--- src/rtl/fltw_pkg.sv ---
package fltw_pkg;

    localparam int unsigned PA_W   = 36;
    localparam int unsigned LA_W   = 48;
    localparam int unsigned PTE_W  = 64;
    localparam int unsigned LVL_W  = 3;
    localparam int unsigned SIZE_W = 2;
    localparam int unsigned IDX_W  = 9;

    localparam int unsigned S_TDATA_W = 112;
    localparam int unsigned M_TDATA_W = 112;

    localparam logic ACT_TRANSLATE = 1'b0;
    localparam logic ACT_READ_RSP  = 1'b1;

    localparam logic KIND_READ_REQ = 1'b0;
    localparam logic KIND_DONE     = 1'b1;

    localparam logic [SIZE_W-1:0] SIZE_FAULT = 2'd0;
    localparam logic [SIZE_W-1:0] SIZE_4K    = 2'd1;
    localparam logic [SIZE_W-1:0] SIZE_2M    = 2'd2;
    localparam logic [SIZE_W-1:0] SIZE_1G    = 2'd3;

    localparam logic [LVL_W-1:0] LVL_IDLE = 3'd0;
    localparam logic [LVL_W-1:0] LVL_1    = 3'd1;
    localparam logic [LVL_W-1:0] LVL_2    = 3'd2;
    localparam logic [LVL_W-1:0] LVL_3    = 3'd3;
    localparam logic [LVL_W-1:0] LVL_4    = 3'd4;

    localparam logic [PA_W-1:0] FRAME_MASK = 36'h7_FFFF_F000;
    localparam logic [PA_W-1:0] MASK_1G    = 36'hF_C000_0000;
    localparam logic [PA_W-1:0] MASK_2M    = 36'hF_FFE0_0000;
    localparam logic [PA_W-1:0] OFF_1G     = 36'h0_3FFF_FFFF;
    localparam logic [PA_W-1:0] OFF_2M     = 36'h0_001F_FFFF;
    localparam logic [PA_W-1:0] OFF_4K     = 36'h0_0000_0FFF;
    localparam int unsigned     LARGE_BIT  = 7;

    typedef struct packed {
        logic [LVL_W-1:0] level;
        logic [LA_W-1:0]  addr;
        logic [PA_W-1:0]  last_entry;
    } t_walk_state;

    typedef struct packed {
        logic              valid;
        logic              kind;
        logic [PA_W-1:0]   mem_addr;
        logic [PA_W-1:0]   xlat_addr;
        logic [SIZE_W-1:0] page_size;
        logic [PA_W-1:0]   entry_addr;
    } t_walk_result;

    function automatic logic [PA_W-1:0] entry_at(
        input logic [PA_W-1:0]  table_base,
        input logic [LA_W-1:0]  lin,
        input logic [LVL_W-1:0] level
    );
        logic [IDX_W-1:0] idx;
        begin
            case (level)
                LVL_4:   idx = lin[47:39];
                LVL_3:   idx = lin[38:30];
                LVL_2:   idx = lin[29:21];
                default: idx = lin[20:12];
            endcase
            entry_at = (table_base & FRAME_MASK) | {{(PA_W-IDX_W-3){1'b0}}, idx, 3'b000};
        end
    endfunction

endpackage

--- src/rtl/fltw_step.sv ---
module fltw_step
    import fltw_pkg::*;
(
    input  t_walk_state          i_state,
    input  logic [PA_W-1:0]      i_root,
    input  logic                 i_action,
    input  logic [LA_W-1:0]      i_lin_addr,
    input  logic [PTE_W-1:0]     i_read_data,
    output t_walk_state          o_state,
    output t_walk_result         o_result
);

    logic [PA_W-1:0] w_pte;
    logic            w_large;

    assign w_pte   = i_read_data[PA_W-1:0];
    assign w_large = i_read_data[LARGE_BIT];

    always_comb begin
        o_state  = i_state;
        o_result = '0;
        if (i_action == ACT_TRANSLATE) begin
            if (i_state.level == LVL_IDLE) begin
                o_state.addr        = i_lin_addr;
                o_state.level       = LVL_4;
                o_state.last_entry  = entry_at(i_root, i_lin_addr, LVL_4);
                o_result.valid      = 1'b1;
                o_result.kind       = KIND_READ_REQ;
                o_result.mem_addr   = o_state.last_entry;
            end
        end else begin
            unique case (i_state.level)
                LVL_4, LVL_3, LVL_2: begin
                    if (w_large) begin
                        o_state.level       = LVL_IDLE;
                        o_result.valid      = 1'b1;
                        o_result.kind       = KIND_DONE;
                        if (i_state.level == LVL_3) begin
                            o_result.xlat_addr  = (w_pte & MASK_1G)
                                                | (i_state.addr[PA_W-1:0] & OFF_1G);
                            o_result.page_size  = SIZE_1G;
                            o_result.entry_addr = i_state.last_entry;
                        end else if (i_state.level == LVL_2) begin
                            o_result.xlat_addr  = (w_pte & MASK_2M)
                                                | (i_state.addr[PA_W-1:0] & OFF_2M);
                            o_result.page_size  = SIZE_2M;
                            o_result.entry_addr = i_state.last_entry;
                        end
                    end else begin
                        o_state.level      = i_state.level - LVL_1;
                        o_state.last_entry = entry_at(w_pte, i_state.addr, o_state.level);
                        o_result.valid     = 1'b1;
                        o_result.kind      = KIND_READ_REQ;
                        o_result.mem_addr  = o_state.last_entry;
                    end
                end
                LVL_1: begin
                    o_state.level       = LVL_IDLE;
                    o_result.valid      = 1'b1;
                    o_result.kind       = KIND_DONE;
                    o_result.xlat_addr  = (w_pte & FRAME_MASK)
                                        | (i_state.addr[PA_W-1:0] & OFF_4K);
                    o_result.page_size  = SIZE_4K;
                    o_result.entry_addr = i_state.last_entry;
                end
                default: begin
                    o_state.level = LVL_IDLE;
                end
            endcase
        end
    end

endmodule

--- src/rtl/four_level_page_table_walker.sv ---
// Four-level page-table walker for 4K, 2M and 1G pages. A translate request
// (tuser 0) produces a read request for the top-level entry; every memory
// read response (tuser 1) produces either the read request for the next level
// or a finished translation (tuser 1 on the output). Requests that arrive
// during a walk and responses that arrive while idle are dropped. One request
// is taken every cycle while the output register can take a result; a result
// passes the input register, then the single level-step logic, then the result
// register. The root table base is used when a translate request leaves the
// input register, so it should be written only while no request is in flight.
module four_level_page_table_walker
    import fltw_pkg::*;
(
    input  logic                  i_clk,
    input  logic                  i_rst_n,
    input  logic                  i_cfg_valid,
    output logic                  o_cfg_ready,
    input  logic [PA_W-1:0]       i_cfg_data,
    input  logic                  i_s_tvalid,
    output logic                  o_s_tready,
    // tdata: lin_addr[47:0], read_data[111:48]
    input  logic [S_TDATA_W-1:0]  i_s_tdata,
    // tuser: action
    input  logic                  i_s_tuser,
    output logic                  o_m_tvalid,
    input  logic                  i_m_tready,
    // tdata: mem_addr[35:0], xlat_addr[71:36], page_size[73:72],
    // entry_addr[109:74], zero fill[111:110]
    output logic [M_TDATA_W-1:0]  o_m_tdata,
    // tuser: kind
    output logic                  o_m_tuser
);

    logic                 r_in_valid;
    logic                 r_in_action;
    logic [LA_W-1:0]      r_in_lin;
    logic [PTE_W-1:0]     r_in_pte;
    logic [PA_W-1:0]      r_root;
    t_walk_state          r_state;
    t_walk_result         r_out;

    t_walk_state          n_state;
    t_walk_result         w_res;
    logic                 w_out_free;
    logic                 w_advance;
    logic                 w_load;

    assign w_out_free = !r_out.valid || i_m_tready;
    assign w_advance  = r_in_valid && w_out_free;
    assign w_load     = w_advance && w_res.valid;
    assign o_s_tready = !r_in_valid || w_out_free;
    assign o_cfg_ready = 1'b1;

    fltw_step u_step (
        .i_state       (r_state),
        .i_root        (r_root),
        .i_action      (r_in_action),
        .i_lin_addr    (r_in_lin),
        .i_read_data   (r_in_pte),
        .o_state       (n_state),
        .o_result      (w_res)
    );

    always_ff @(posedge i_clk) begin
        if (!i_rst_n) begin
            r_in_valid <= 1'b0;
            r_out.valid <= 1'b0;
            r_state    <= '0;
            r_root     <= '0;
        end else begin
            if (i_cfg_valid) begin
                r_root <= i_cfg_data;
            end
            if (o_s_tready) begin
                r_in_valid <= i_s_tvalid;
            end
            if (w_advance) begin
                r_state <= n_state;
            end
            if (w_out_free) begin
                r_out.valid <= w_load;
            end
        end
        if (o_s_tready && i_s_tvalid) begin
            r_in_action <= i_s_tuser;
            r_in_lin    <= i_s_tdata[LA_W-1:0];
            r_in_pte    <= i_s_tdata[LA_W+PTE_W-1:LA_W];
        end
        if (w_load) begin
            r_out.kind       <= w_res.kind;
            r_out.mem_addr   <= w_res.mem_addr;
            r_out.xlat_addr  <= w_res.xlat_addr;
            r_out.page_size  <= w_res.page_size;
            r_out.entry_addr <= w_res.entry_addr;
        end
    end

    assign o_m_tvalid = r_out.valid;
    assign o_m_tuser  = r_out.kind;
    assign o_m_tdata  = {2'b00, r_out.entry_addr, r_out.page_size,
                         r_out.xlat_addr, r_out.mem_addr};

`ifndef ASSERT_OFF
    a_read_fields_zero: assert property (@(posedge i_clk) disable iff (!i_rst_n)
        (r_out.valid && r_out.kind == KIND_READ_REQ) |->
        (r_out.xlat_addr == '0 && r_out.page_size == SIZE_FAULT && r_out.entry_addr == '0))
        else $error("read request carries translation fields");

    a_fault_fields_zero: assert property (@(posedge i_clk) disable iff (!i_rst_n)
        (r_out.valid && r_out.kind == KIND_DONE && r_out.page_size == SIZE_FAULT) |->
        (r_out.xlat_addr == '0 && r_out.entry_addr == '0 && r_out.mem_addr == '0))
        else $error("fault result carries addresses");

    a_read_keeps_busy: assert property (@(posedge i_clk) disable iff (!i_rst_n)
        (w_load && w_res.kind == KIND_READ_REQ) |=> (r_state.level != LVL_IDLE))
        else $error("walker idle after issuing a read request");

    a_done_goes_idle: assert property (@(posedge i_clk) disable iff (!i_rst_n)
        (w_load && w_res.kind == KIND_DONE) |=> (r_state.level == LVL_IDLE))
        else $error("walker busy after finishing a translation");
`endif

endmodule
--- config.mk ---
export PLATFORM = sky130hd
export DESIGN_NAME = four_level_page_table_walker
export DESIGN_NICKNAME = d
export VERILOG_FILES = /design/src/rtl/fltw_pkg.sv /design/src/rtl/fltw_step.sv /design/src/rtl/four_level_page_table_walker.sv
export SDC_FILE = /design/constraint.sdc
export NUM_CORES = 1
export LEC_CHECK = 0
export ABC_CLOCK_PERIOD_IN_PS = 8560
export BUFFER_PORTS_ARGS = -buffer_cell sky130_fd_sc_hd__buf_2
export CAP_MARGIN = 20
export CORE_MARGIN = 4
export CORE_UTILIZATION = 53
export DETAILED_ROUTE_END_ITERATION = 8
export PLACE_DENSITY = 0.79
export SLEW_MARGIN = 20
export SYNTH_ARGS = -nofsm -noshare
export SYNTH_HDL_FRONTEND = slang
export SYNTH_SLANG_ARGS = --single-unit
--- constraint.sdc ---
create_clock -name i_clk -period 8.56 [get_ports i_clk]
set_input_delay 1.712 -clock i_clk [delete_from_list [all_inputs] [get_ports i_clk]]
set_output_delay 1.712 -clock i_clk [all_outputs]
set_load 0.01 [all_outputs]
==> results.txt, run 1 <==
The number of antenna violations at the first check in global routing came out at 1. The worst setup path is of the input port to output port kind. Yosys attributes the largest share of cell area to sky130_fd_sc_hd__edfxtp_1 48%, sky130_fd_sc_hd__dfxtp_1 19%, sky130_fd_sc_hd__nand2_1 5.3%, sky130_fd_sc_hd__mux2i_1 3.7%, sky130_fd_sc_hd__a21oi_1 2.7%. For the worst setup path, the data arrival time is 2.89 ns. The clock-pin transition on the worst setup and hold timing paths came out at 0.06 ns. At the pin with the least slew margin, the transition time is 1.11 ns. Highest attainable clock frequency: 0.217 GHz.

The worst hold path begins at r_state[38]. For the finished layout, the period the worst path requires is 4.61 ns. Of all nets on the critical path, the largest fanout is 13. The height of the chip is 154 µm. After global routing the overflow that remains totals 0.

Adding up every negative setup slack in the final design gives 0 ns. The share of the cycle needed by the critical path after routing works out to 0.538. The number of different library cells used by synthesis comes to 50. During synthesis, Yosys emitted a total of 0 warnings. The placer congestion estimate came out at 0.842. The post-CTS setup-driven buffer insertion count was 0; the detailed-route wire length per cell was 18.8 µm.

Summed over all layers, the routed wires come to 26,500 µm. The count of cells along the worst hold path is 2, and the count of cells along the worst register-to-register path is 6. The die footprint came out at 23,600 µm². The path with the worst hold slack has its endpoint at r_state[38]. The worst-case IR drop observed on VDD is 0.190 mV.

The tools report the effective utilization at floorplan as 0.546. Leaving out fill and tap cells, the most frequent cell in the layout is sky130_fd_sc_hd__buf_2. The growth of design area from synthesis to finish is 18.4%.

The startpoint identified for the worst register-to-register timing path is r_state[84]. Setup violations remaining at the end of the flow were counted as 0. The endpoint class of the critical path is an output port. For this run, design rule violations remaining after detail routing come to 0.

Buffers inserted to repair hold after CTS numbered 0. The final worst clock skew came out at 0.0141 ns. Pin placement for this block handled 270 I/O pins.

The startpoint class of the critical path is an input port. The total power density per cell area works out to 226 nW/µm². The longest clock path from root to sink contains 3 buffers. Tracing the worst setup path back leads to its startpoint at i_m_tready.

TritonCTS built the clock tree. The overall global routing resource usage was 0.214; the number of flops mapped to enable cells by yosys was 178. Setup repair after global routing left no endpoint under its margin.

The tools report the number of max-slew violations in the final report as 0. The async set-or-reset flop fraction in the synthesized netlist was 0. The floorplan has 52 rows. Leading register cell type out of synthesis: sky130_fd_sc_hd__edfxtp_1.

The worst hold path belongs to the class register to register. The fraction of final layout cells with drive strength greater than 1 is 0.239, and the maximum number of pins on one net before global-route repair is 80. The detailed router finished its first iteration with 643 violations. The worst hold margin was 0.452 ns. The number of gates resized after CTS was 0. The tree built by TritonCTS fans out to 286 sinks. The number of global-route vias before repair came out at 7,307. Clock tree synthesis inserted a total of 29 buffers. The hold violation total from the final report came out at 0. The HPWL after detailed placement is 17,700 µm.

For this block, the via count after detailed routing is 7,869. The top cell types in the final layout, fill and taps aside, are 210 x sky130_fd_sc_hd__buf_2, 178 x sky130_fd_sc_hd__edfxtp_1, 158 x sky130_fd_sc_hd__nand2_1, 108 x sky130_fd_sc_hd__dfxtp_1, 61 x sky130_fd_sc_hd__nor2_1. For the required time of the worst setup path, the log shows 6.85 ns.

Counting the fill cells in the layout gives 1,593. Max-cap violations in this run came to 0. The proportion of netlist area held by the largest area contributor is 0.476. The run gives 0.257 as the worst slew margin relative to its limit. The first global-routing pass estimated 40,300 µm of wire. The run gives 934 as the gate count after technology mapping. The run finished with clean final reports. In the routed layout, each cell is associated on average with a via count of 5.59. Combined area of all synthesized cells: 11,200 µm². The floorplan step defined a core boundary enclosing 20,600 µm². Cell type contributing the most total cell area after synthesis: sky130_fd_sc_hd__edfxtp_1.

The synthesized area divided by synthesized cell count came out at 12.0 µm². The run gives 5 as the first-pass iteration count of the detailed router. Once detail routing completed, the nets flagged for antenna violations numbered 0. The final layout net count was 1,274. During placement, the flow inserted port buffers numbering 210. The worst register-to-register path ends at o_m_tdata[31].

The minimum setup slack among reg-to-reg paths is 5.29 ns, and the portion of the post-synthesis area used by sequential elements is 0.669. The horizontal extent of the die was 154 µm; the standby leakage power was 0.00489 µW. The count of H-tree levels built during CTS is 1, and the synthesis-stage register bit count is 286.

CTS placed an instance of sky130_fd_sc_hd__clkbuf_16 at the clock tree root. The clock reaches the later pin of the worst-skew pair after 0.54 ns.
==> cells in the mapped netlist (2+ instances only) <==
| library cell | n |
|---|---|
| sky130_fd_sc_hd__buf_4 | 10 |
| sky130_fd_sc_hd__o22ai_1 | 6 |
| sky130_fd_sc_hd__inv_1 | 18 |
| sky130_fd_sc_hd__a221oi_1 | 5 |
| sky130_fd_sc_hd__buf_1 | 6 |
| sky130_fd_sc_hd__buf_12 | 2 |
| sky130_fd_sc_hd__or3_1 | 9 |
| sky130_fd_sc_hd__buf_2 | 14 |
| sky130_fd_sc_hd__a21o_1 | 2 |
| sky130_fd_sc_hd__nor2b_1 | 4 |
| sky130_fd_sc_hd__o311ai_0 | 9 |
| sky130_fd_sc_hd__a311oi_1 | 2 |
| sky130_fd_sc_hd__a21oi_1 | 60 |
| sky130_fd_sc_hd__mux2i_1 | 41 |
| sky130_fd_sc_hd__conb_1 | 2 |
| sky130_fd_sc_hd__nor2_1 | 61 |
| sky130_fd_sc_hd__dfxtp_1 | 108 |
| sky130_fd_sc_hd__a22oi_1 | 26 |
| sky130_fd_sc_hd__o21ai_0 | 26 |
| sky130_fd_sc_hd__and3_1 | 2 |
| sky130_fd_sc_hd__a21boi_0 | 5 |
| sky130_fd_sc_hd__clkbuf_1 | 41 |
| sky130_fd_sc_hd__a22o_1 | 18 |
| sky130_fd_sc_hd__nand2_1 | 158 |
| sky130_fd_sc_hd__nand2b_1 | 2 |
| sky130_fd_sc_hd__buf_6 | 3 |
| sky130_fd_sc_hd__a31oi_1 | 4 |
| sky130_fd_sc_hd__edfxtp_1 | 178 |
| sky130_fd_sc_hd__a32o_1 | 18 |
| sky130_fd_sc_hd__and2_1 | 38 |
| sky130_fd_sc_hd__ha_1 | 7 |
| sky130_fd_sc_hd__a32oi_1 | 7 |
| sky130_fd_sc_hd__nand3_1 | 8 |
| sky130_fd_sc_hd__nor3b_1 | 6 |
| sky130_fd_sc_hd__nor3_1 | 13 |
==> metal layers <==
metal / GRT usage / part of all wire / vias to the layer above / routed length, µm
met3: 0.0343 / 0.072 / 66 / 1920
met5: 0 / 0 / - / 0
met4: 0.0719 / 0.033 / 0 / 884
met1: 0.290 / 0.41 / 3715 / 10900
li1: - / - / 3721 / -
met2: 0.354 / 0.48 / 367 / 12800
==> cells by family after synthesis <==
group	count (synthesis)	share of synthesized area
muxes	41	0.0366
and+or+nand+nor	305	0.120
DFF	286	0.669
AOI/OAI and AO/OA	198	0.124
other	2	0.000669
adders and majority gates	7	0.00780
buffers and inverters	95	0.0416
==> layout make-up <==
cell class                 count  area (µm²)  share of cell area
clock inverter                13         143              0.0107
inverter                      19        71.3             0.00537
multi-input combinational    559        3300               0.248
clock buffer                  41         801              0.0603
timing repair buffer         218        1120              0.0846
sequential                   286        7510               0.565
tap                          270         338              0.0254
antenna                        1        2.50            0.000188
==> through the flow <==
step            util  worst slack (ns)  instances  instance area [µm²]  power, µW
2_1_floorplan      -             0.954        940                11200       1710
3_3_place_gp   0.599              3.98       1351                12300       1780
3_5_place_dp   0.599              3.99       1351                12300       1790
4_1_cts        0.645              3.99       1405                13300       3020
5_1_grt        0.646              3.83       1407                13300       3100
6_report       0.646              3.95       1407                13300       3000
==> critical path: stages <==
cell                      delay, ns
sky130_fd_sc_hd__buf_2         0.11
sky130_fd_sc_hd__nor2b_1       0.71
sky130_fd_sc_hd__nand2_1       0.18
sky130_fd_sc_hd__buf_2         0.19
==> where the power goes <==
part	internal [µW]	total (µW)	switching, µW
Sequential	1530	1560	31.6
Clock	739	1240	504
Combinational	73.1	201	128
Total	2340	3000	664
==> worst max-delay path by stage <==
stage                     end  slack (ns)
2_1_floorplan  o_m_tdata[100]        0.95
3_3_place_gp       o_s_tready        3.98
3_5_place_dp       o_s_tready        3.99
4_1_cts            o_s_tready        3.99
5_1_grt            o_s_tready        3.83
6_report           o_s_tready        3.95
==> flip-flops by register name, summed over array words and instances (netlist names) <==
name         flops
r_in_action      1
o_m_tvalid       1
r_in_pte        25
o_m_tdata      103
r_state         83
r_root          23
r_in_lin        48
r_in_valid       1
o_m_tuser        1
(Power assumes the default switching activity.)
==> inputs of run 2 (changes only) <==
--- a/config.mk
+++ b/config.mk
@@ -5,13 +5,13 @@
 export SDC_FILE = /design/constraint.sdc
 export NUM_CORES = 1
 export LEC_CHECK = 0
-export ABC_CLOCK_PERIOD_IN_PS = 8560
+export ABC_CLOCK_PERIOD_IN_PS = 4080
 export BUFFER_PORTS_ARGS = -buffer_cell sky130_fd_sc_hd__buf_2
 export CAP_MARGIN = 20
 export CORE_MARGIN = 4
-export CORE_UTILIZATION = 53
+export CORE_UTILIZATION = 48
 export DETAILED_ROUTE_END_ITERATION = 8
-export PLACE_DENSITY = 0.79
+export PLACE_DENSITY = 0.76
 export SLEW_MARGIN = 20
 export SYNTH_ARGS = -nofsm -noshare
 export SYNTH_HDL_FRONTEND = slang
==> constraint.sdc (replaced) <==
create_clock -name i_clk -period 4.08 [get_ports i_clk]
set_input_delay 0.816 -clock i_clk [delete_from_list [all_inputs] [get_ports i_clk]]
set_output_delay 0.816 -clock i_clk [all_outputs]
set_load 0.01 [all_outputs]
==> run 2 against run 1 <==
  * Global-route usage decreased by 1.2 points
  * Critical endpoint is now r_state[17]
  * Via count decreased by 1.0%
  * Flip-flop and latch count unchanged
  * Critical path depth increased by 2
  * Highest routed layer unchanged
  * Clock power increased by 100%
  * Largest power group unchanged
  * Hold slack got worse by 0.0024 ns
  * Register-to-register slack got worse by 4.2 ns
  * Sequential share of layout area decreased by 0.30 points
  * Power increased by 110%
  * Largest cell class unchanged
==> results.txt, run 2 (synthesis gave the netlist of run 1 again) <==
The run finished with clean final reports. Library cell contributing the largest single delay on the critical path: sky130_fd_sc_hd__o21ba_2. Tracing the worst setup path back leads to its startpoint at r_state[84].

Detailed placement HPWL: 18,400 µm (+3.8%). The root buffer cell chosen for the clock tree is sky130_fd_sc_hd__clkbuf_16. The tools report the number of max-slew violations in the final report as 0 (unchanged).

The tools report the final worst clock skew as 0.0144 ns (+0.000255 ns). The number of flip-flops under the largest register name was 103 (unchanged); the internal power consumption was 4830 µW (+110%). The post-detailed-route via-to-cell ratio is 5.35 (-4.3%). The kind of cell with the highest combined delay along the critical path is compound AO/OA/AOI/OAI gates. The count of H-tree levels built during CTS came out at 1 (unchanged). In this run the worst setup path terminates at r_state[17].

The endpoint class of the critical path is a register. The global-route congestion overflow total is 0 (unchanged). TritonCTS built the clock tree.

The logs give 0.283 (+0.0260) for the worst slew margin relative to its limit and 7,485 (+2.4%) for the number of global-route vias before repair. The switching fraction of total power is 0.223 (+0.00183). The effective utilization at floorplan was 0.491 (-0.0547); the critical path buffer and inverter count was 1 (-1). The number of clock buffers inserted by TritonCTS came out at 29 (unchanged). The overall global routing resource usage is 0.202 (-0.0117), and the count of cells along the worst register-to-register path is 6 (unchanged). The run gives 0 (unchanged) as the setup-violating endpoint count in the final report.

The horizontal extent of the die came out at 161 µm (+4.8%). The number of hold buffers added after cts was 0 (unchanged); the data arrival at the endpoint of the critical path was 3.41 ns (+0.52 ns). The number of violations reported at the end of detailed-routing iteration 0 is 650 (+1.1%).

The run gives 41,600 µm (+3.1%) as the wire length of the first global-routing pass. The post-cts gate resize count was 0 (unchanged). The first-pass iteration count of the detailed router is 7 (+2), and the share of the cycle needed by the critical path after routing is 0.723. The total power density per cell area works out to 465 nW/µm² (+110%).

The setup path with the least slack is of type register to register. Required time of the worst setup path: 4.54 ns (-2.31 ns). The tools report the maximum number of pins on one net before global-route repair as 75 (-6.3%). For the placed standard-cell area, the log shows 12,400 µm² (+0.90%). The run gives 13,400 µm² (+0.54%) as the cell area after layout. Startpoint class of the critical path: a register. Share of total power in the clock network: 0.404 (-0.010).

The number of nets with antenna violations after detailed routing is 0 (unchanged), and the flip-flop and latch area is 7510 µm² (unchanged). For the count of max-cap constraint violations, the log shows 0 (unchanged). From synthesis to final layout, the design area changed by 19.0%. The standard-cell row count is 55 (+5.8%).

The die footprint was 25,900 µm² (+9.9%). The detailed-route via count is 7,789 (-1.0%), and the final layout net count is 1,280 (+0.47%). The placer congestion estimate was 0.825 (-2.1%); the largest fanout on the critical path was 22 (+9). The run gives 0 (unchanged) as the post-CTS setup-driven buffer insertion count. The actual slew at the worst max-slew pin was 1.07 ns (-0.0390 ns). The largest voltage drop on the vdd net is 0.274 mV (+44%).

The fraction of final layout cells with drive strength greater than 1 works out to 0.244 (+0.00421). The highest attainable clock frequency is 0.339 GHz. Combinational cell fraction of total power: 0.069 (+0.002). The hold violation total from the final report came out at 0 (unchanged). The logs give 1,953 (+23%) for the number of filler instances in the final layout and 270 (unchanged) for the count of pins on the block boundary. The minimum setup slack among reg-to-reg paths is 1.13 ns (-4.16 ns). For the switching component of the power, the log shows 1390 µW (+110%). The path category of the worst min-delay check is register to register. The startpoint identified for the worst register-to-register timing path is r_state[84]. The clock latency at the later pin of the worst-skew pair was 0.54 ns (about the same).

The wire length reported by the detailed router came out at 27,600 µm (+4.1%). The remaining design rule violation count was 0 (unchanged). Counting I/O delays and the setup requirement, the final critical path takes 2.95 ns. The relative contribution of sequential cells to total power was 0.527 (+0.008).

Traced cell by cell, the critical path runs through ha_1, o21bai_4, a211oi_4, o21ba_2, buf_4, mux2i_1. The height of the chip is 161 µm (+4.8%). For the total number of clock tree sinks, the log shows 286 (unchanged). The number of antenna violations at the first check in global routing is 1 (unchanged). Leaving out fill and tap cells, the most frequent cells in the layout are 210 x sky130_fd_sc_hd__buf_2, 178 x sky130_fd_sc_hd__edfxtp_1, 158 x sky130_fd_sc_hd__nand2_1, 108 x sky130_fd_sc_hd__dfxtp_1, 61 x sky130_fd_sc_hd__nor2_1. In this run the critical register-to-register path is captured at r_state[17]. The tools report the standby leakage power as 0.00491 µW (+0.38%). The detailed-route wire length per cell was 18.9 µm (+0.64%); the maximum single-stage delay on the critical path was 0.66 ns (-0.05 ns). The setup TNS is 0 ns (unchanged), and the depth of the critical timing path with buffers and inverters included is 6 (+2). For the clock tree buffer depth, the log shows 3 (unchanged). The total design power is 6210 µW (+110%).

The clock-pin transition on the worst setup and hold timing paths was 0.06 ns (about the same); the quantity of I/O buffers inserted on ports was 210 (unchanged). Setup repair after global routing left no endpoint under its margin. The run gives 22,800 µm² (+11%) as the core box area. The commonest non-fill, non-tap cell in the layout was sky130_fd_sc_hd__buf_2. The multi-input gate area in the final layout is 3300 µm² (unchanged).
==> run 2: changes by cell type in the layout (fill, tap and decap cells not counted), sizes merged <==
cell,previous run,this run
bufinv,3,1
diode,1,2
clkbuf,41,47
inv,20,19
buf,218,224
clkinv,7,4
clkinvlp,2,1
==> run 2: metrics by stage <==
step,utilization,setup WS (ns),instances,hold WS [ns]
final,0.585,1.13,1456,0.449
after global routing,0.585,1.00,1455,0.434
after CTS,0.584,1.13,1453,0.428
after detailed placement,0.544,1.16,1400,0.442
after global placement,0.544,1.27,1400,0.437
after floorplan,-,0.673,940,0.430
==> run 2: worst min path at each step <==
stage	start	to	slack, ns	cells after the start
finish	r_state[25]	r_state[25]	0.45	2
global route	i_s_tdata[66]	r_in_pte[18]	0.43	1
CTS	i_s_tdata[13]	r_in_lin[13]	0.43	1
detailed placement	r_state[41]	r_state[41]	0.44	2
global placement	r_state[13]	r_state[13]	0.44	2
floorplan	r_state[12]	r_state[12]	0.43	2
==> run 2: layout make-up <==
| type | instances | area share |
|---|---|---|
| flip-flops and latches | 286 | 0.562 |
| diodes | 2 | 0.000375 |
| clock inverters | 6 | 0.00431 |
| clock buffers | 47 | 0.0631 |
| repair buffers | 224 | 0.0884 |
| inverters | 19 | 0.00534 |
| well taps | 313 | 0.0293 |
| multi-input cells | 559 | 0.247 |
==> run 2: power by group through the flow <==
stage          Combinational, µW  Sequential [µW]  Clock, µW
6_report                     429             3270       2510
5_1_grt                      467             3280       2680
4_1_cts                      429             3270       2560
3_5_place_dp                 426             3330          0
3_3_place_gp                 417             3330          0
2_1_floorplan                254             3330          0
==> run 2: tightest hold or removal path: stages (launching register included) <==
cell and delay [ns]:
sky130_fd_sc_hd__dfxtp_1 0.30, sky130_fd_sc_hd__nand2_1 0.05, sky130_fd_sc_hd__mux2i_1 0.05
==> run 2: per-layer routing <==
metal | GRT usage | wire length [µm]
met5 | 0 | 0
met4 | 0.0609 | 755
met3 | 0.0395 | 1790
met2 | 0.341 | 13500
met1 | 0.266 | 11500
==> inputs of run 3 (changes only) <==
--- a/config.mk
+++ b/config.mk
@@ -5,7 +5,8 @@
 export SDC_FILE = /design/constraint.sdc
 export NUM_CORES = 1
 export LEC_CHECK = 0
-export ABC_CLOCK_PERIOD_IN_PS = 4080
+export ABC_AREA = 1
+export ABC_CLOCK_PERIOD_IN_PS = 2400
 export BUFFER_PORTS_ARGS = -buffer_cell sky130_fd_sc_hd__buf_2
 export CAP_MARGIN = 20
 export CORE_MARGIN = 4
==> constraint.sdc (replaced) <==
create_clock -name i_clk -period 2.4 [get_ports i_clk]
set_input_delay 0.48 -clock i_clk [delete_from_list [all_inputs] [get_ports i_clk]]
set_output_delay 0.48 -clock i_clk [all_outputs]
set_load 0.01 [all_outputs]
==> run 3 against run 2 <==
  * Synthesized area rose by 0.69%
  * Synthesized cell count rose by 19%
  * Clock power rose by 80%
  * Clock-buffer cell count fell by 9
  * Largest power group unchanged
  * Highest routed layer unchanged
==> results.txt, run 3 <==
The flow ran to the end, and the final reports show no timing, DRC or antenna violations. The critical path in this run is classified as register to register. The clock latency at the later pin of the worst-skew pair is 0.55 ns (about the same). Launching instance or port of the critical path: r_state[85].

The number of flops mapped to enable cells by yosys was 178 (unchanged); the number of nets with antenna violations after detailed routing was 0 (unchanged). The depth of the critical timing path with buffers and inverters included works out to 9 (+3). The minimum setup slack among reg-to-reg paths is 0.28 ns (-0.85 ns), and the setup-violating endpoint count in the final report is 0 (unchanged).

The tools report the first-pass iteration count of the detailed router as 6 (-1). The number of clock buffers inserted by TritonCTS is 29 (unchanged), and the number of violations reported at the end of detailed-routing iteration 0 is 705 (+8.5%). The run gives 0.417 (+0.013) as the share of total power in the clock network. The post-cts gate resize count was 0 (unchanged). Combined area of all synthesized cells: 11,300 µm² (+0.69%). sky130_fd_sc_hd__nor2_1 is the most common cell in the netlist. The run gives 8380 µW (+74%) as the internal power consumption. The post-CTS setup-driven buffer insertion count was 0 (unchanged). For the worst hold margin, the log shows 0.106 ns (-0.343 ns). The run gives 0.540 mV (+97%) as the largest voltage drop on the vdd net.

Overall global routing resource usage: 0.197 (-0.00531). The worst slew margin relative to its limit came out at 0.434 (+0.151). The startpoint identified for the worst register-to-register timing path is r_state[85]. The highest metal layer with signal wires is met4. For the data arrival at the endpoint of the critical path, the log shows 2.53 ns (-0.88 ns). Sorting the synthesized cells by area gives the leading types as sky130_fd_sc_hd__edfxtp_1 47%, sky130_fd_sc_hd__dfxtp_1 19%, sky130_fd_sc_hd__nor2_1 6.5%, sky130_fd_sc_hd__nand2_1 6.0%, sky130_fd_sc_hd__o21ai_0 4.3%. The highest attainable clock frequency was 0.472 GHz (+39%); the final layout net count was 1,464 (+14%).

The final worst-path setup slack is 0.279 ns (-0.850 ns). For the utilization after layout, the log shows 0.594 (+0.00971). The portion of the post-synthesis area used by sequential elements came out at 0.664 (-0.00459).

The count of H-tree levels built during CTS is 1 (unchanged), and the detailed placement HPWL is 17,900 µm (-2.4%). The synthesized area divided by synthesized cell count works out to 10.2 µm² (-15%). Cell type contributing the most total cell area after synthesis: sky130_fd_sc_hd__edfxtp_1. The switching fraction of total power is 0.226 (+0.00312), and the detailed-route wire length per cell is 16.3 µm (-14%).

The actual slew at the worst max-slew pin was 0.849 ns (-0.226 ns). The length of routed met2 wiring came out at 12,700 µm (-6.1%). The number of filler instances in the final layout came out at 1,920 (-1.7%). The critical path buffer and inverter count is 2 (+1).

The slowest stage of the critical path belongs to the cell sky130_fd_sc_hd__dfxtp_4. Among all flip-flop cells after synthesis, the most frequent one is sky130_fd_sc_hd__edfxtp_1. The proportion of netlist area held by the largest area contributor came out at 0.473 (-0.00327). The total design power was 10,800 µW (+74%); the count of cells along the worst register-to-register path was 9 (+3). The required time of the worst setup path was 2.81 ns (-1.73 ns); the growth of design area from synthesis to finish was 20.5%. TritonCTS built the clock tree. The final worst clock skew was 0.00715 ns (-0.00722 ns); the number of warnings issued by yosys was 0 (unchanged). The wire length reported by the detailed router was 26,700 µm (-3.0%). Horizontal extent of the die: 161 µm (+0.33%). The logs give 22,900 µm² (+0.30%) for the core box area and 1,640 (+13%) for the filler-free cell count of the finished design. The post-detailed-route via-to-cell ratio came out at 4.98 (-7.0%). The clock-pin transition on the worst setup and hold timing paths was 0.06 ns (about the same); the standard-cell row count was 55 (unchanged).

The critical path goes through inv_4, ha_4, ha_4, inv_1, nand2_2, nand4_1, a21oi_1, nand2_1, nand2_1. The share of the cycle needed by the critical path after routing works out to 0.884 (+0.160). The logs give 0.513 (-0.014) for the relative contribution of sequential cells to total power and 0 (unchanged) for the remaining design rule violation count. STA classifies the critical path startpoint as a register.

The commonest non-fill, non-tap cell in the layout is sky130_fd_sc_hd__buf_2. The combinational cell fraction of total power was 0.070 (about the same); the hold violation total from the final report was 0 (unchanged). The async set-or-reset flop fraction in the synthesized netlist was 0 (unchanged); the wire length of the first global-routing pass was 41,100 µm (-1.2%). Count of pins on the block boundary: 270 (unchanged). The switching component of the power is 2450 µW (+77%), and the total power density per cell area is 795 nW/µm² (+71%). Leaving out fill and tap cells, the most frequent cells in the layout are 210 x sky130_fd_sc_hd__buf_2, 196 x sky130_fd_sc_hd__nor2_1, 178 x sky130_fd_sc_hd__nand2_1, 178 x sky130_fd_sc_hd__edfxtp_1, 106 x sky130_fd_sc_hd__dfxtp_1. The tightest min-delay check is of the input port to register type. The standby leakage power came out at 0.00572 µW (+17%). The number of max-slew violations in the final report came out at 0 (unchanged). The total number of clock tree sinks is 286 (unchanged). The tools report the placer congestion estimate as 0.815 (-1.2%). In the synthesized netlist, the cells that appear most often are 196 x sky130_fd_sc_hd__nor2_1, 181 x sky130_fd_sc_hd__nand2_1, 178 x sky130_fd_sc_hd__edfxtp_1, 108 x sky130_fd_sc_hd__dfxtp_1, 98 x sky130_fd_sc_hd__o21ai_0. The count of max-cap constraint violations was 0 (unchanged); the height of the chip was 161 µm (+0.33%).

The detailed-route via count came out at 8,162 (+4.8%). The number of antenna violations at the first check in global routing was 2 (+1); the number of global-route vias before repair was 7,633 (+2.0%). The gate count after technology mapping is 1,111 (+19%), and the fraction of final layout cells with drive strength greater than 1 is 0.229 (-0.0150). The post-placement worst setup slack was 0.320 ns (-0.839 ns); the wire length on met1 was 11,600 µm (+0.18%). The number of flip-flops under the largest register name works out to 103 (unchanged). Clock tree buffer depth: 3 (unchanged). The run gives 1,585 (+13%) as the post-placement cell count. The effective utilization at floorplan came out at 0.493 (+0.00191). Dominant delay contributor by cell family on the critical path: simple AND/OR/NAND/NOR gates. The maximum single-stage delay on the critical path came out at 0.40 ns (-0.26 ns). The tools report the number of hold buffers added after cts as 0 (unchanged). Buffer type at the clock tree root: sky130_fd_sc_hd__clkbuf_16. Clock period minus final worst setup slack: 2.12 ns (-0.830 ns). The global-route congestion overflow total came out at 0 (unchanged). The endpoint of the worst-slack reg-to-reg timing path is o_m_tdata[11]. Wire length on met3: 1860 µm (+3.7%). Setup repair after global routing left no endpoint under its margin. STA classifies the critical path endpoint as a register. The die footprint came out at 26,100 µm² (+0.65%). Number of different library cells in the post-synthesis netlist: 37 (-26%).

Following the worst setup path forward leads to its endpoint at o_m_tdata[11]. The largest fanout on the critical path is 21 (-4.5%), and the quantity of I/O buffers inserted on ports is 210 (unchanged). The synthesis-stage register bit count works out to 286 (unchanged).

The run gives 77 (+2.7%) as the maximum number of pins on one net before global-route repair.
## run 3: cell types whose count changed after synthesis, sizes merged, moves of 18 or more
cell and change:
and2 -38, o21ai +77, nand2 +26, a22o -18, a32o -18, mux2i -41
nor2 +138, a22oi -26, inv +79, nor3 +31
## run 3: cell families (layout without fill, tap and decap cells)
family | Yosys count | count (layout) | synth area share
and+or+nand+nor | 465 | 465 | 0.170
DFF | 286 | 286 | 0.664
AOI/OAI and AO/OA | 181 | 181 | 0.0887
buffers and inverters | 170 | 378 | 0.0686
adders and majority gates | 7 | 7 | 0.00775
other | 2 | 10 | 0.000664
## run 3: cell type report
class	instances	area (µm²)	share of cell area
clock buffers	38	801	0.0588
inverters	99	387	0.0284
multi-input cells	661	3120	0.229
diodes	2	5.00	0.000367
well taps	313	392	0.0288
clock inverters	15	160	0.0118
flip-flops and latches	286	7510	0.552
repair buffers	226	1250	0.0915
## run 3: routing by layer
layer	vias up	track usage
li1	4075	-
met1	3713	0.273
met2	327	0.321
met3	47	0.0278
met4	0	0.0651
met5	-	0
## run 3: power groups by stage
stage | clock network (µW) | registers [µW] | logic (µW)
after floorplan | 0 | 5650 | 472
final | 4520 | 5550 | 757
after global placement | 0 | 5650 | 741
after global routing | 4800 | 5570 | 851
after CTS | 4590 | 5550 | 763
after detailed placement | 0 | 5650 | 755
## run 3: worst reg2reg max path: cells and delay by family, from the launching register on
kind	cells	cell delay [ns]
AOI/OAI and AO/OA	1	0.28
buffers and inverters	2	0.15
DFF	1	0.40
adders and majority gates	2	0.54
and+or+nand+nor	4	0.60
## run 3: how the worst min path moves through the flow
stage / slack, ns / to / startpoint / cells after the start
global route: 0.09 / r_in_pte[31] / i_s_tdata[79] / 1
finish: 0.11 / r_in_pte[26] / i_s_tdata[74] / 1
CTS: 0.08 / r_in_action / i_s_tuser / 1
global placement: 0.44 / r_state[46] / r_state[46] / 2
detailed placement: 0.44 / r_state[46] / r_state[46] / 2
floorplan: 0.43 / r_state[37] / r_state[37] / 2
## run 3: per-stage QoR
step / instance area (µm²) / TNS (ns)
after CTS: 13600 / 0
after global routing: 13600 / 0
after global placement: 12700 / 0
after detailed placement: 12700 / 0
final: 13600 / 0
after floorplan: 11400 / -71.82
